[src/rtl/pts_pkg.sv]
// Package for the priority thread slot scheduler.
// Holds item structs, slot and request codes, and the microcode word format.
// No dependencies.
`timescale 1ns / 1ps

package pts_pkg;

  // Width of slot index fields on the ports
  localparam int SLOT_IDX_W = 6;

  // Request codes
  localparam logic [2:0] REQ_CREATE  = 3'd0;
  localparam logic [2:0] REQ_YIELD   = 3'd1;
  localparam logic [2:0] REQ_EXIT    = 3'd2;
  localparam logic [2:0] REQ_START   = 3'd3;
  localparam logic [2:0] REQ_SETPRIO = 3'd4;

  // Status codes
  localparam logic [2:0] STS_OK       = 3'd0;
  localparam logic [2:0] STS_FULL     = 3'd1;
  localparam logic [2:0] STS_NO_OTHER = 3'd2;
  localparam logic [2:0] STS_ERR      = 3'd3;
  localparam logic [2:0] STS_ALL_DONE = 3'd4;

  // Priority codes
  localparam logic [1:0] PRIO_LOW  = 2'd0;
  localparam logic [1:0] PRIO_MED  = 2'd1;
  localparam logic [1:0] PRIO_HIGH = 2'd2;

  typedef enum logic [1:0] {
    ST_FREE     = 2'd0,
    ST_RUNNABLE = 2'd1,
    ST_RUNNING  = 2'd2
  } slot_state_e;

  // Input item
  typedef struct packed {
    logic [2:0] req_type;
    logic [1:0] prio_in;
  } req_t;

  // Result item
  typedef struct packed {
    logic [2:0]            status;
    logic [SLOT_IDX_W-1:0] slot_index;
    logic                  running_valid;
    logic [SLOT_IDX_W-1:0] running_slot;
    logic [1:0]            running_prio;
    logic [1:0]            prior_prio;
  } rsp_t;

  // Datapath micro-operations
  typedef enum logic [3:0] {
    U_NOP       = 4'd0,
    U_FIND_FREE = 4'd1,
    U_PICK_EXCL = 4'd2,
    U_PICK_ALL  = 4'd3,
    U_CREATE    = 4'd4,
    U_YIELD     = 4'd5,
    U_EXIT      = 4'd6,
    U_START     = 4'd7,
    U_SETP      = 4'd8,
    U_ERR       = 4'd9
  } uop_e;

  // Jump conditions
  typedef enum logic [1:0] {
    COND_NONE      = 2'd0,
    COND_NOT_VALID = 2'd1,
    COND_VALID     = 2'd2
  } cond_e;

  // Picker search modes
  typedef enum logic [1:0] {
    PM_FREE = 2'd0,
    PM_EXCL = 2'd1,
    PM_ALL  = 2'd2
  } pick_mode_e;

  // Microcode addresses
  localparam int UPC_W = 4;
  localparam logic [UPC_W-1:0] UA_CREATE   = 4'd0;
  localparam logic [UPC_W-1:0] UA_CREATE_C = 4'd1;
  localparam logic [UPC_W-1:0] UA_YIELD    = 4'd2;
  localparam logic [UPC_W-1:0] UA_YIELD_C  = 4'd3;
  localparam logic [UPC_W-1:0] UA_EXIT     = 4'd4;
  localparam logic [UPC_W-1:0] UA_EXIT_C   = 4'd5;
  localparam logic [UPC_W-1:0] UA_START    = 4'd6;
  localparam logic [UPC_W-1:0] UA_START_C  = 4'd7;
  localparam logic [UPC_W-1:0] UA_SETP     = 4'd8;
  localparam logic [UPC_W-1:0] UA_SETP_C   = 4'd9;
  localparam logic [UPC_W-1:0] UA_ERR      = 4'd10;

  // One control word
  typedef struct packed {
    uop_e             uop;
    cond_e            cond;
    logic [UPC_W-1:0] target;
    logic             last;
  } ucode_t;

  // Sequencer to datapath control
  typedef struct packed {
    logic accept;
    uop_e uop;
  } seq_ctrl_t;

endpackage

[src/rtl/priority_thread_slot_scheduler.sv]
// Top level of the priority thread slot scheduler.
// Uses pts_pkg, pts_sequencer and pts_datapath.
`timescale 1ns / 1ps

// Usage:
//   An item (req_i: request code and priority) is taken at a rising edge
//   where start is high and busy is low. Each item gives exactly one result
//   on rsp_o, shown for a single cycle with rsp_valid_o high.
//   Inside, a microcode sequencer runs a two-step program per request: a
//   pick step that searches the slot table (a no-op step for set priority),
//   then a commit step that updates it and loads the result register. Yield,
//   exit, start and set priority without the needed current-thread condition
//   jump from the pick step to an error step, which takes the place of the
//   commit step. An unused request code runs the error step alone.
//   The result strobe comes from a register loaded by the last step. busy
//   drops during the last step, so a new item can be taken while the
//   previous item is still in its last step.
//   Reset clears all slots to free and drops the current thread; nothing is
//   in flight afterwards. The receiver cannot stall: the strobe is not held.
module priority_thread_slot_scheduler #(
  parameter int THREAD_SLOTS = 4
) (
  input  logic          clk_i,
  input  logic          rst_ni,
  input  logic          start,
  input  pts_pkg::req_t req_i,
  output logic          busy,
  output logic          rsp_valid_o,
  output pts_pkg::rsp_t rsp_o
);

  pts_pkg::seq_ctrl_t ctrl;
  logic               cur_valid;

  pts_sequencer u_seq (
    .clk_i       (clk_i),
    .rst_ni      (rst_ni),
    .start_i     (start),
    .req_type_i  (req_i.req_type),
    .cur_valid_i (cur_valid),
    .busy_o      (busy),
    .ctrl_o      (ctrl)
  );

  pts_datapath #(.N(THREAD_SLOTS)) u_dp (
    .clk_i       (clk_i),
    .rst_ni      (rst_ni),
    .ctrl_i      (ctrl),
    .prio_in_i   (req_i.prio_in),
    .cur_valid_o (cur_valid),
    .rsp_valid_o (rsp_valid_o),
    .rsp_o       (rsp_o)
  );

  // An accepted item shows its result strobe within the program length
  a_rsp_after_accept: assert property (@(posedge clk_i) disable iff (!rst_ni)
    (start && !busy) |-> ##[2:3] rsp_valid_o)
    else $error("no result strobe after an accepted item");

  // No running thread means zeroed running fields
  a_idle_fields: assert property (@(posedge clk_i) disable iff (!rst_ni)
    (rsp_valid_o && !rsp_o.running_valid) |->
      (rsp_o.running_slot == '0 && rsp_o.running_prio == '0))
    else $error("running fields set without a running thread");

  // All-finished report leaves no current thread
  a_all_done: assert property (@(posedge clk_i) disable iff (!rst_ni)
    (rsp_valid_o && rsp_o.status == pts_pkg::STS_ALL_DONE) |->
      (!rsp_o.running_valid && !cur_valid))
    else $error("current thread still valid after all finished");

endmodule

[src/rtl/pts_ucode_rom.sv]
// Microcode ROM of the priority thread slot scheduler.
// One control word per step address. Depends on pts_pkg.
`timescale 1ns / 1ps

module pts_ucode_rom (
  input  logic [pts_pkg::UPC_W-1:0] upc_i,
  output pts_pkg::ucode_t           word_o
);

  always_comb begin
    unique case (upc_i)
      // create: find a free slot, then claim it
      pts_pkg::UA_CREATE:   word_o = '{pts_pkg::U_FIND_FREE, pts_pkg::COND_NONE,
                                       pts_pkg::UA_ERR, 1'b0};
      pts_pkg::UA_CREATE_C: word_o = '{pts_pkg::U_CREATE, pts_pkg::COND_NONE,
                                       pts_pkg::UA_ERR, 1'b1};
      // yield: needs a current thread
      pts_pkg::UA_YIELD:    word_o = '{pts_pkg::U_PICK_EXCL, pts_pkg::COND_NOT_VALID,
                                       pts_pkg::UA_ERR, 1'b0};
      pts_pkg::UA_YIELD_C:  word_o = '{pts_pkg::U_YIELD, pts_pkg::COND_NONE,
                                       pts_pkg::UA_ERR, 1'b1};
      // exit: needs a current thread
      pts_pkg::UA_EXIT:     word_o = '{pts_pkg::U_PICK_EXCL, pts_pkg::COND_NOT_VALID,
                                       pts_pkg::UA_ERR, 1'b0};
      pts_pkg::UA_EXIT_C:   word_o = '{pts_pkg::U_EXIT, pts_pkg::COND_NONE,
                                       pts_pkg::UA_ERR, 1'b1};
      // start: only with no current thread
      pts_pkg::UA_START:    word_o = '{pts_pkg::U_PICK_ALL, pts_pkg::COND_VALID,
                                       pts_pkg::UA_ERR, 1'b0};
      pts_pkg::UA_START_C:  word_o = '{pts_pkg::U_START, pts_pkg::COND_NONE,
                                       pts_pkg::UA_ERR, 1'b1};
      // set priority: needs a current thread
      pts_pkg::UA_SETP:     word_o = '{pts_pkg::U_NOP, pts_pkg::COND_NOT_VALID,
                                       pts_pkg::UA_ERR, 1'b0};
      pts_pkg::UA_SETP_C:   word_o = '{pts_pkg::U_SETP, pts_pkg::COND_NONE,
                                       pts_pkg::UA_ERR, 1'b1};
      // error report, also for unused addresses
      default:              word_o = '{pts_pkg::U_ERR, pts_pkg::COND_NONE,
                                       pts_pkg::UA_ERR, 1'b1};
    endcase
  end

endmodule

[src/rtl/pts_sequencer.sv]
// Microcode sequencer: step counter, request dispatch and conditional jumps.
// Depends on pts_pkg and pts_ucode_rom.
`timescale 1ns / 1ps

module pts_sequencer (
  input  logic                  clk_i,
  input  logic                  rst_ni,
  input  logic                  start_i,
  input  logic [2:0]            req_type_i,
  input  logic                  cur_valid_i,
  output logic                  busy_o,
  output pts_pkg::seq_ctrl_t    ctrl_o
);

  logic                      busy_q, busy_d;
  logic [pts_pkg::UPC_W-1:0] upc_q, upc_d;
  logic [pts_pkg::UPC_W-1:0] entry;
  pts_pkg::ucode_t           word;
  logic                      take;
  logic                      accept;

  pts_ucode_rom u_rom (
    .upc_i  (upc_q),
    .word_o (word)
  );

  // Entry address per request code
  always_comb begin
    unique case (req_type_i)
      pts_pkg::REQ_CREATE:  entry = pts_pkg::UA_CREATE;
      pts_pkg::REQ_YIELD:   entry = pts_pkg::UA_YIELD;
      pts_pkg::REQ_EXIT:    entry = pts_pkg::UA_EXIT;
      pts_pkg::REQ_START:   entry = pts_pkg::UA_START;
      pts_pkg::REQ_SETPRIO: entry = pts_pkg::UA_SETP;
      default:              entry = pts_pkg::UA_ERR;
    endcase
  end

  // Jump condition
  always_comb begin
    unique case (word.cond)
      pts_pkg::COND_NOT_VALID: take = ~cur_valid_i;
      pts_pkg::COND_VALID:     take = cur_valid_i;
      default:                 take = 1'b0;
    endcase
  end

  // Free for a new item during the last step of the current one
  assign busy_o = busy_q & ~word.last;
  assign accept = start_i & ~busy_o;

  // Step counter
  always_comb begin
    busy_d = busy_q;
    upc_d  = upc_q;
    if (busy_q) begin
      if (word.last) begin
        busy_d = 1'b0;
      end else if (take) begin
        upc_d = word.target;
      end else begin
        upc_d = upc_q + 1'b1;
      end
    end
    if (accept) begin
      busy_d = 1'b1;
      upc_d  = entry;
    end
  end

  always_ff @(posedge clk_i or negedge rst_ni) begin
    if (!rst_ni) begin
      busy_q <= 1'b0;
      upc_q  <= pts_pkg::UA_CREATE;
    end else begin
      busy_q <= busy_d;
      upc_q  <= upc_d;
    end
  end

  assign ctrl_o.accept = accept;
  assign ctrl_o.uop    = busy_q ? word.uop : pts_pkg::U_NOP;

endmodule

[src/rtl/pts_picker.sv]
// Slot picker: first free slot, or the best runnable slot by priority then index.
// Depends on pts_pkg.
`timescale 1ns / 1ps

module pts_picker #(
  parameter int N = 4
) (
  input  pts_pkg::slot_state_e [N-1:0]         state_i,
  input  logic [N-1:0][1:0]                    prio_i,
  input  logic [((N > 1) ? $clog2(N) : 1)-1:0] cur_i,
  input  pts_pkg::pick_mode_e                  mode_i,
  output logic                                 found_o,
  output logic [((N > 1) ? $clog2(N) : 1)-1:0] idx_o
);

  localparam int SlotW = (N > 1) ? $clog2(N) : 1;

  logic [N-1:0] free_v, hi_v, med_v, lo_v, cand, first;
  logic         run;

  // Per-slot candidate flags
  always_comb begin
    for (int i = 0; i < N; i++) begin
      free_v[i] = (state_i[i] == pts_pkg::ST_FREE);
      run       = (state_i[i] == pts_pkg::ST_RUNNABLE) &&
                  !((mode_i == pts_pkg::PM_EXCL) && (SlotW'(i) == cur_i));
      hi_v[i]   = run && (prio_i[i] == pts_pkg::PRIO_HIGH);
      med_v[i]  = run && (prio_i[i] == pts_pkg::PRIO_MED);
      lo_v[i]   = run && (prio_i[i] == pts_pkg::PRIO_LOW);
    end
  end

  // Highest nonempty priority class
  always_comb begin
    priority if (mode_i == pts_pkg::PM_FREE) begin
      cand = free_v;
    end else if (|hi_v) begin
      cand = hi_v;
    end else if (|med_v) begin
      cand = med_v;
    end else begin
      cand = lo_v;
    end
  end

  // Lowest set bit, then encode
  assign first   = cand & (~cand + N'(1));
  assign found_o = |cand;

  always_comb begin
    idx_o = '0;
    for (int i = 0; i < N; i++) begin
      idx_o = idx_o | (first[i] ? SlotW'(i) : '0);
    end
  end

endmodule

[src/rtl/pts_datapath.sv]
// Scheduler datapath: slot table, current pointer, pick register, result register.
// Depends on pts_pkg and pts_picker.
`timescale 1ns / 1ps

module pts_datapath #(
  parameter int N = 4
) (
  input  logic               clk_i,
  input  logic               rst_ni,
  input  pts_pkg::seq_ctrl_t ctrl_i,
  input  logic [1:0]         prio_in_i,
  output logic               cur_valid_o,
  output logic               rsp_valid_o,
  output pts_pkg::rsp_t      rsp_o
);

  localparam int SlotW = (N > 1) ? $clog2(N) : 1;
  localparam int IdxW  = pts_pkg::SLOT_IDX_W;

  pts_pkg::slot_state_e [N-1:0] state_q, state_d;
  logic [N-1:0][1:0]            prio_q, prio_d;
  logic [SlotW-1:0]             cur_q, cur_d;
  logic                         cur_valid_q, cur_valid_d;
  logic [1:0]                   prio_in_q;
  logic [SlotW-1:0]             pick_q, pick_idx;
  logic                         found_q, pick_found;
  pts_pkg::pick_mode_e          mode;
  logic                         load_pick, load_rsp;
  pts_pkg::rsp_t                rsp_q, rsp_d;
  logic                         rsp_valid_q;

  // Picker mode from micro-op
  always_comb begin
    unique case (ctrl_i.uop)
      pts_pkg::U_FIND_FREE: mode = pts_pkg::PM_FREE;
      pts_pkg::U_PICK_EXCL: mode = pts_pkg::PM_EXCL;
      default:              mode = pts_pkg::PM_ALL;
    endcase
  end

  pts_picker #(.N(N)) u_picker (
    .state_i (state_q),
    .prio_i  (prio_q),
    .cur_i   (cur_q),
    .mode_i  (mode),
    .found_o (pick_found),
    .idx_o   (pick_idx)
  );

  assign load_pick = (ctrl_i.uop == pts_pkg::U_FIND_FREE) ||
                     (ctrl_i.uop == pts_pkg::U_PICK_EXCL) ||
                     (ctrl_i.uop == pts_pkg::U_PICK_ALL);

  // Commit steps update the table and form the result
  always_comb begin
    state_d      = state_q;
    prio_d       = prio_q;
    cur_d        = cur_q;
    cur_valid_d  = cur_valid_q;
    load_rsp     = 1'b1;
    rsp_d        = '0;
    rsp_d.status = pts_pkg::STS_ERR;
    unique case (ctrl_i.uop)
      pts_pkg::U_CREATE: begin
        if (found_q) begin
          state_d[pick_q]  = pts_pkg::ST_RUNNABLE;
          prio_d[pick_q]   = prio_in_q;
          rsp_d.status     = pts_pkg::STS_OK;
          rsp_d.slot_index = IdxW'(pick_q);
        end else begin
          rsp_d.status = pts_pkg::STS_FULL;
        end
      end
      pts_pkg::U_YIELD: begin
        if (found_q) begin
          state_d[cur_q]   = pts_pkg::ST_RUNNABLE;
          state_d[pick_q]  = pts_pkg::ST_RUNNING;
          cur_d            = pick_q;
          rsp_d.status     = pts_pkg::STS_OK;
          rsp_d.slot_index = IdxW'(pick_q);
        end else begin
          rsp_d.status = pts_pkg::STS_NO_OTHER;
        end
      end
      pts_pkg::U_EXIT: begin
        state_d[cur_q] = pts_pkg::ST_FREE;
        if (found_q) begin
          state_d[pick_q]  = pts_pkg::ST_RUNNING;
          cur_d            = pick_q;
          rsp_d.status     = pts_pkg::STS_OK;
          rsp_d.slot_index = IdxW'(pick_q);
        end else begin
          cur_d        = '0;
          cur_valid_d  = 1'b0;
          rsp_d.status = pts_pkg::STS_ALL_DONE;
        end
      end
      pts_pkg::U_START: begin
        if (found_q) begin
          state_d[pick_q]  = pts_pkg::ST_RUNNING;
          cur_d            = pick_q;
          cur_valid_d      = 1'b1;
          rsp_d.status     = pts_pkg::STS_OK;
          rsp_d.slot_index = IdxW'(pick_q);
        end
      end
      pts_pkg::U_SETP: begin
        rsp_d.prior_prio = prio_q[cur_q];
        prio_d[cur_q]    = prio_in_q;
        rsp_d.status     = pts_pkg::STS_OK;
      end
      pts_pkg::U_ERR: begin
        rsp_d.status = pts_pkg::STS_ERR;
      end
      default: begin
        load_rsp = 1'b0;
      end
    endcase
    // Running thread after the step
    rsp_d.running_valid = cur_valid_d;
    rsp_d.running_slot  = cur_valid_d ? IdxW'(cur_d) : '0;
    rsp_d.running_prio  = cur_valid_d ? prio_d[cur_d] : '0;
  end

  // Control state
  always_ff @(posedge clk_i or negedge rst_ni) begin
    if (!rst_ni) begin
      for (int i = 0; i < N; i++) begin
        state_q[i] <= pts_pkg::ST_FREE;
      end
      cur_q       <= '0;
      cur_valid_q <= 1'b0;
      rsp_valid_q <= 1'b0;
    end else begin
      state_q     <= state_d;
      cur_q       <= cur_d;
      cur_valid_q <= cur_valid_d;
      rsp_valid_q <= load_rsp;
    end
  end

  // Payload registers
  always_ff @(posedge clk_i) begin
    prio_q <= prio_d;
    if (ctrl_i.accept) begin
      // priority code three saturates to high
      prio_in_q <= (prio_in_i > pts_pkg::PRIO_HIGH) ? pts_pkg::PRIO_HIGH : prio_in_i;
    end
    if (load_pick) begin
      pick_q  <= pick_idx;
      found_q <= pick_found;
    end
    if (load_rsp) begin
      rsp_q <= rsp_d;
    end
  end

  assign cur_valid_o = cur_valid_q;
  assign rsp_valid_o = rsp_valid_q;
  assign rsp_o       = rsp_q;

endmodule

[config.mk]
export PLATFORM = sky130hd
export DESIGN_NAME = priority_thread_slot_scheduler
export DESIGN_NICKNAME = d
export VERILOG_FILES = /design/src/rtl/pts_pkg.sv /design/src/rtl/priority_thread_slot_scheduler.sv /design/src/rtl/pts_ucode_rom.sv /design/src/rtl/pts_sequencer.sv /design/src/rtl/pts_picker.sv /design/src/rtl/pts_datapath.sv
export SDC_FILE = /design/constraint.sdc
export NUM_CORES = 1
export LEC_CHECK = 0
export ABC_CLOCK_PERIOD_IN_PS = 7080
export BUFFER_PORTS_ARGS = -buffer_cell sky130_fd_sc_hd__buf_4
export CORE_MARGIN = 2
export CORE_UTILIZATION = 31
export CTS_CLUSTER_SIZE = 25
export DETAILED_ROUTE_END_ITERATION = 12
export PLACE_DENSITY_LB_ADDON = 0.12
export SLEW_MARGIN = 20
export SYNTH_ARGS = -nofsm -noshare
export SYNTH_HDL_FRONTEND = slang
export SYNTH_SLANG_ARGS = --single-unit
[constraint.sdc]
create_clock -name clk_i -period 7.08 [get_ports clk_i]
set_clock_uncertainty 0.2 [all_clocks]
set_input_delay 0.354 -clock clk_i [delete_from_list [all_inputs] [get_ports clk_i]]
set_output_delay 0.354 -clock clk_i [all_outputs]
set_load 0.02 [all_outputs]
==> impl_metrics.json, run 1 <==
{
  "status": "finished, final reports clean",
  "crit_arrival_ns": 3.72,
  "gp_congestion": 0.7959,
  "tightest_slew_ns": 0.7462,
  "antenna_found_initial": 0,
  "antennaDiodeCount": 0,
  "grt_usage_pct": 15.43,
  "syn_area_per_cell_um2": 9.721,
  "grt_start_max_net_pins": 18,
  "synth_area_leader_cell": "edfxtp_1",
  "worstPathCellList": "inv_1 > ha_1 > nand3b_4 > a2111oi_2 > nor3_2 > a221oi_2 > a21boi_2 > o2111ai_1 > a2111oi_2 > nor3b_1",
  "dr.pass1.iters": 5,
  "yosysUniqueCellTypes": 66,
  "cts_sinks": 42,
  "worst_setup_path_start_kind": "flop",
  "synth-edff-count": 17,
  "slew_headroom_pct": 49.87,
  "slew_viol_final": 0,
  "syn_area_mm2": 0.002693,
  "synth-seq-cells": 42,
  "drc": 0,
  "cts_buffers": 5,
  "max_stage_delay_ns": 0.65,
  "fillers": 819,
  "nets": 306,
  "synthCells": 277,
  "layout_commonest_cell": "nor2_1",
  "crit_type": "flop to flop",
  "insertion_delay_ns": 0.30,
  "drt_wl_total_um": 6957,
  "viasPerCell": 5.423,
  "peakVddDrop_uv": 159.6,
  "final_area_mm2": 0.002982,
  "whs_ns": 0.03657,
  "core_area_mm2": 0.008299,
  "min_path_type": "primary input to flop",
  "critPathSlowestCell": "dfrtp_1",
  "power.leakage_nw": 1.139,
  "die_w_um": 97.20,
  "path_clk_slew_ns": 0.08,
  "num_rows": 33,
  "ys_seq_area_share_pct": 40.71,
  "drv_cap": 0,
  "synth_area_leaders": "edfxtp_1, dfrtp_1, dfxtp_1",
  "ys_warn_count": 0,
  "io_buffers": 21,
  "area_delta_synth_final_pct": 10.73,
  "wl_per_cell_um": 17.39,
  "grt_pass1_wl_um": 11700,
  "worst-path-buf-inv": 1,
  "fin_crit_sh_pct": 54.75,
  "fin_setup_tns_ns": 0,
  "drt_iter0_drc": 181,
  "hpwl_um": 5267,
  "placed_cell_area_mm2": 0.002890,
  "synth_top_area_share_pct": 18.96,
  "endpoint_kind": "flop",
  "drive_gt1_share_pct": 18.31,
  "max_freq_ghz": 0.2580,
  "dr_total_vias": 2169,
  "powerDensity_mw_per_mm2": 467.9,
  "critPathTopFamily": "compound AO/OA/AOI/OAI gates",
  "cpMostUsedCell": "a2111oi_2",
  "post_cts_resized": 0,
  "crit_fanout": 13,
  "final_cell_mix": "nor2_1, o21ai_0, buf_4",
  "clk_path_buf_depth": 2,
  "root_buffer": "clkbuf_8",
  "drt.antenna.violating_nets": 0,
  "rsz0062_at_grt": "no",
  "p_total_mw": 1.395,
  "io_pins": 30,
  "fin_crit_ns": 3.877,
  "grt-ovfl-total": 0,
  "cp_data_required_time_ns": 6.93,
  "grt_pass1_vias": 2200,
  "start_util_pct": 32.44,
  "die_height_um": 97.20,
  "async_reset_ff_share_pct": 40.48,
  "hold_viol": 0,
  "h-tree-depth": 2,
  "ys.flop_type": "edfxtp_1",
  "setup_viol": 0,
  "cts_tree": "built",
  "die_area_mm2": 0.009447
}
==> synth_stat cells, types with 2 or more instances <==
cell and n:
nor2_1 28, o21ai_0 23, nand2_1 18, dfrtp_1 17, edfxtp_1 17, a21oi_1 15, nor2b_1 10, buf_4 9
mux2_2 9, nor3_1 9, dfxtp_1 8, nand2b_1 8, clkbuf_1 6, inv_1 6, nor3b_1 5, a2111oi_2 4
and2_1 4, buf_2 4, ha_1 4, o22ai_1 4, a32oi_1 3, and3_1 3, mux2_1 3, nand3_1 3
nor4b_1 3, o211ai_1 3, o21ai_1 3, or2_1 3, a22o_1 2, a22oi_1 2, a31oi_1 2, buf_6 2
mux2i_1 2, mux4_2 2, o32a_1 2
==> where the power goes <==
group          switching, mW  internal, mW
Combinational          0.407         0.310
Clock                 0.0869        0.0680
Sequential             0.143         0.381
==> flip-flops by register name, indices dropped and copies added (netlist names) <==
register	flops
u_dp.cur_q	2
u_dp.cur_valid_o	1
u_dp.found_q	1
u_dp.pick_q	2
u_dp.prio_in_q	2
u_dp.prio_q	8
u_dp.rsp_o	12
u_dp.rsp_valid_o	1
u_dp.state_q	8
u_seq.busy_q	1
u_seq.upc_q	4
==> final timing paths <==
path	to	cells after the start	slack [ns]	start
max	u_dp.pick_q[0]$_DFFE_PP_	10	3.20	u_seq.upc_q[0]$_DFFE_PN0P_
min	u_dp.prio_in_q[1]$_SDFFCE_PN1P_	1	0.04	req_i[1]
max reg2reg	u_dp.pick_q[0]$_DFFE_PP_	10	3.20	u_seq.upc_q[0]$_DFFE_PN0P_
min reg2reg	u_dp.state_q[0]$_DFFE_PN0P_	1	0.35	u_dp.state_q[0]$_DFFE_PN0P_
max in group asynchronous	u_dp.state_q[6]$_DFFE_PN0P_	2	6.22	rst_ni
min in group asynchronous	u_seq.upc_q[0]$_DFFE_PN0P_	2	0.26	rst_ni
==> cells by family after synthesis <==
kind of cell	after synthesis	share of synthesized area, %
other	1	0.1393
adders and majority gates	4	1.859
buffers and inverters	27	5.762
AOI/OAI and AO/OA	80	21.70
and+or+nand+nor	107	22.40
DFF	42	40.71
muxes	16	7.435
==> routing by layer <==
layer  vias up  share of wire [%]  wire (um)  global-route usage [%]
met4         0                1.4         97                   5.417
met2        48                 46       3213                   23.82
met3         7                3.0        208                   2.230
li1       1044                  -          -                       -
met5         -                  0          0                       0
met1      1070                 49       3437                   22.03
==> per-stage QoR <==
stage / util [%] / setup WS [ns] / instances
floorplan: - / 3.738 / 284
global placement: 34.83 / 3.273 / 391
detailed placement: 34.83 / 3.255 / 391
CTS: 35.93 / 3.240 / 400
global route: 35.93 / 2.873 / 400
finish: 35.93 / 3.203 / 400
==> cell type report <==
cell class | count | area [um^2] | area share, %
clock buffer | 6 | 72.57 | 2.434
clock inverter | 2 | 8.758 | 0.2937
inverter | 6 | 22.52 | 0.7554
multi-input combinational | 215 | 1468 | 49.22
sequential | 42 | 1096 | 36.76
tap | 105 | 131.4 | 4.406
timing repair buffer | 24 | 182.7 | 6.127
==> worst register-to-register path: cells and delay by family (launching register included) <==
kind                     cells  cell delay (ns)
AO/OA/AOI/OAI                5             1.70
adder cells (fa/ha/maj)      1             0.45
buffers and inverters        1             0.24
flip-flops                   1             0.65
AND/OR/NAND/NOR              3             0.37
==> timing repair <==
action | CTS | global route
hold buffers | 1 | 0
endpoints found under the hold margin | 17 | 0
setup buffers | 0 | 0
setup endpoints to repair | 0 | 0
Power figures use the tool's default switching activity.
==> run 2, diff against run 1 <==
--- a/config.mk
+++ b/config.mk
@@ -5,7 +5,7 @@
 export SDC_FILE = /design/constraint.sdc
 export NUM_CORES = 1
 export LEC_CHECK = 0
-export ABC_CLOCK_PERIOD_IN_PS = 7080
+export ABC_CLOCK_PERIOD_IN_PS = 4000
 export BUFFER_PORTS_ARGS = -buffer_cell sky130_fd_sc_hd__buf_4
 export CORE_MARGIN = 2
 export CORE_UTILIZATION = 31
==> constraint.sdc (replaced) <==
create_clock -name clk_i -period 4 [get_ports clk_i]
set_clock_uncertainty 0.2 [all_clocks]
set_input_delay 0.2 -clock clk_i [delete_from_list [all_inputs] [get_ports clk_i]]
set_output_delay 0.2 -clock clk_i [all_outputs]
set_load 0.02 [all_outputs]
==> impl_metrics.json, run 2 (synthesized netlist as in run 1, its figures left out) <==
{
  "insertion_delay_ns": 0.30,
  "hpwl_um": 5319,
  "area_delta_synth_final_pct": 15.43,
  "min_path_cells": 2,
  "min_to": "u_dp.prio_in_q[0]$_SDFFCE_PN0P_",
  "nets": 314,
  "setup_viol": 0,
  "drt_wl_total_um": 7150,
  "drc": 0,
  "rsz0062_at_grt": "no",
  "dr.pass1.iters": 4,
  "fillers": 824,
  "cpMostUsedCell": "a2111oi_2",
  "crit_arrival_ns": 3.28,
  "powerDensity_mw_per_mm2": 850.5,
  "drive_gt1_share_pct": 19.80,
  "crit_fanout": 5,
  "clk_path_buf_depth": 2,
  "final_util_pct": 37.45,
  "num_rows": 33,
  "core_area_mm2": 0.008299,
  "reg2reg_slack_ns": 0.56,
  "largest_reg_flops": 12,
  "worst_setup_path_start_kind": "flop",
  "final_cell_mix": "nor2_1, buf_4, o21ai_0",
  "status": "finished, final reports clean",
  "tightest_slew_ns": 0.6790,
  "die_height_um": 97.20,
  "fin_crit_ns": 3.440,
  "max_freq_ghz": 0.2907,
  "dr_total_vias": 2172,
  "cts_tree": "built",
  "wl_per_cell_um": 17.52,
  "crit_type": "flop to flop",
  "worstPathCellList": "inv_1 > ha_1 > nand3b_4 > a2111oi_2 > nor3_2 > a221oi_2 > a21boi_2 > o2111ai_1 > a2111oi_2 > nor3b_1",
  "reg2reg_to": "u_dp.pick_q[0]$_DFFE_PP_",
  "drt_iter0_drc": 147,
  "cts_sinks": 42,
  "max_stage_delay_ns": 0.58,
  "reg2reg_from": "u_seq.upc_q[1]$_DFFE_PN0P_",
  "r2r_cells": 10,
  "grt-ovfl-total": 0,
  "layout_commonest_cell": "nor2_1",
  "fin_crit_sh_pct": 85.99,
  "power.leakage_nw": 1.200,
  "io_pins": 30,
  "h-tree-depth": 2,
  "worst-path-buf-inv": 1,
  "fin_setup_tns_ns": 0,
  "grt_usage_pct": 15.32,
  "critPathTopFamily": "compound AO/OA/AOI/OAI gates",
  "peakVddDrop_uv": 301.8,
  "root_buffer": "clkbuf_8",
  "path_clk_slew_ns": 0.09,
  "hold_viol": 0,
  "io_buffers": 21,
  "cp_data_required_time_ns": 3.84,
  "endpoint_kind": "flop",
  "grt_pass1_vias": 2097,
  "p_total_mw": 2.643,
  "die_area_mm2": 0.009447,
  "antennaDiodeCount": 0,
  "post_cts_buffers": 0,
  "slew_headroom_pct": 54.10,
  "die_w_um": 97.20,
  "slew_viol_final": 0,
  "start_util_pct": 32.44,
  "viasPerCell": 5.324,
  "grt_start_max_net_pins": 18,
  "drt.antenna.violating_nets": 0,
  "antenna_found_initial": 0,
  "grt_pass1_wl_um": 11580,
  "gp_congestion": 0.7923,
  "cts_buffers": 5,
  "min_from": "req_i[0]",
  "drv_cap": 0,
  "critPathSlowestCell": "a2111oi_2",
  "min_path_type": "primary input to flop"
}
==> run 2: cell types whose count changed in the layout (fill, tap and decap cells not counted), sizes merged <==
cell / delta
clkbuf: -1
dlygate4sd3: +4
bufinv: +2
buf: +4
clkinv: -1
==> run 2: worst max path at each step <==
stage	start	endpoint	cells after the start
after floorplan	u_seq.upc_q[0]$_DFFE_PN0P_	u_dp.pick_q[0]$_DFFE_PP_	10
after global placement	u_seq.upc_q[0]$_DFFE_PN0P_	u_dp.pick_q[0]$_DFFE_PP_	10
after detailed placement	u_seq.upc_q[0]$_DFFE_PN0P_	u_dp.pick_q[0]$_DFFE_PP_	10
after CTS	u_seq.upc_q[0]$_DFFE_PN0P_	u_dp.pick_q[0]$_DFFE_PP_	10
after global routing	u_seq.upc_q[0]$_DFFE_PN0P_	u_dp.pick_q[0]$_DFFE_PP_	10
final	u_seq.upc_q[1]$_DFFE_PN0P_	u_dp.pick_q[0]$_DFFE_PP_	10
==> run 2: layout make-up <==
class	instances	area, um^2	share of cell area [%]
Timing Repair Buffer	32	252.7	8.132
Inverter	6	22.52	0.7246
Sequential cell	42	1096	35.27
Clock buffer	5	68.82	2.214
Multi-Input combinational cell	215	1468	47.22
Clock inverter	3	68.82	2.214
Tap cell	105	131.4	4.227
==> run 2: report_power, final <==
part	total, mW	internal (mW)	switching [mW]
clock network	0.414	0.250	0.164
registers	0.920	0.675	0.245
logic	1.31	0.567	0.743
total	2.64	1.49	1.15
==> run 2: what timing repair did <==
action	in CTS	in global routing
gates resized for setup	0	0
hold buffers	5	0
endpoints found under the hold margin	22	0
==> run 2: stage by stage <==
| stage | setup slack [ns] | instance area (um^2) | hold WS, ns | instances |
|---|---|---|---|---|
| global placement | 0.5782 | 2920 | -0.1030 | 395 |
| CTS | 0.5577 | 3108 | 0.002757 | 408 |
| detailed placement | 0.5587 | 2920 | -0.1022 | 395 |
| finish | 0.5605 | 3108 | 0.01148 | 408 |
| floorplan | 0.6581 | 2719 | -0.2956 | 284 |
| global route | 0.2780 | 3108 | 0.02393 | 408 |
==> run 2: per-layer routing <==
| metal | vias to the layer above | part of all wire [%] | GRT usage [%] |
|---|---|---|---|
| met3 | 9 | 4.8 | 2.518 |
| met4 | 0 | 1.3 | 4.550 |
| met5 | - | 0 | 0 |
| met2 | 51 | 47 | 24.15 |
| li1 | 1068 | - | - |
| met1 | 1044 | 47 | 21.62 |
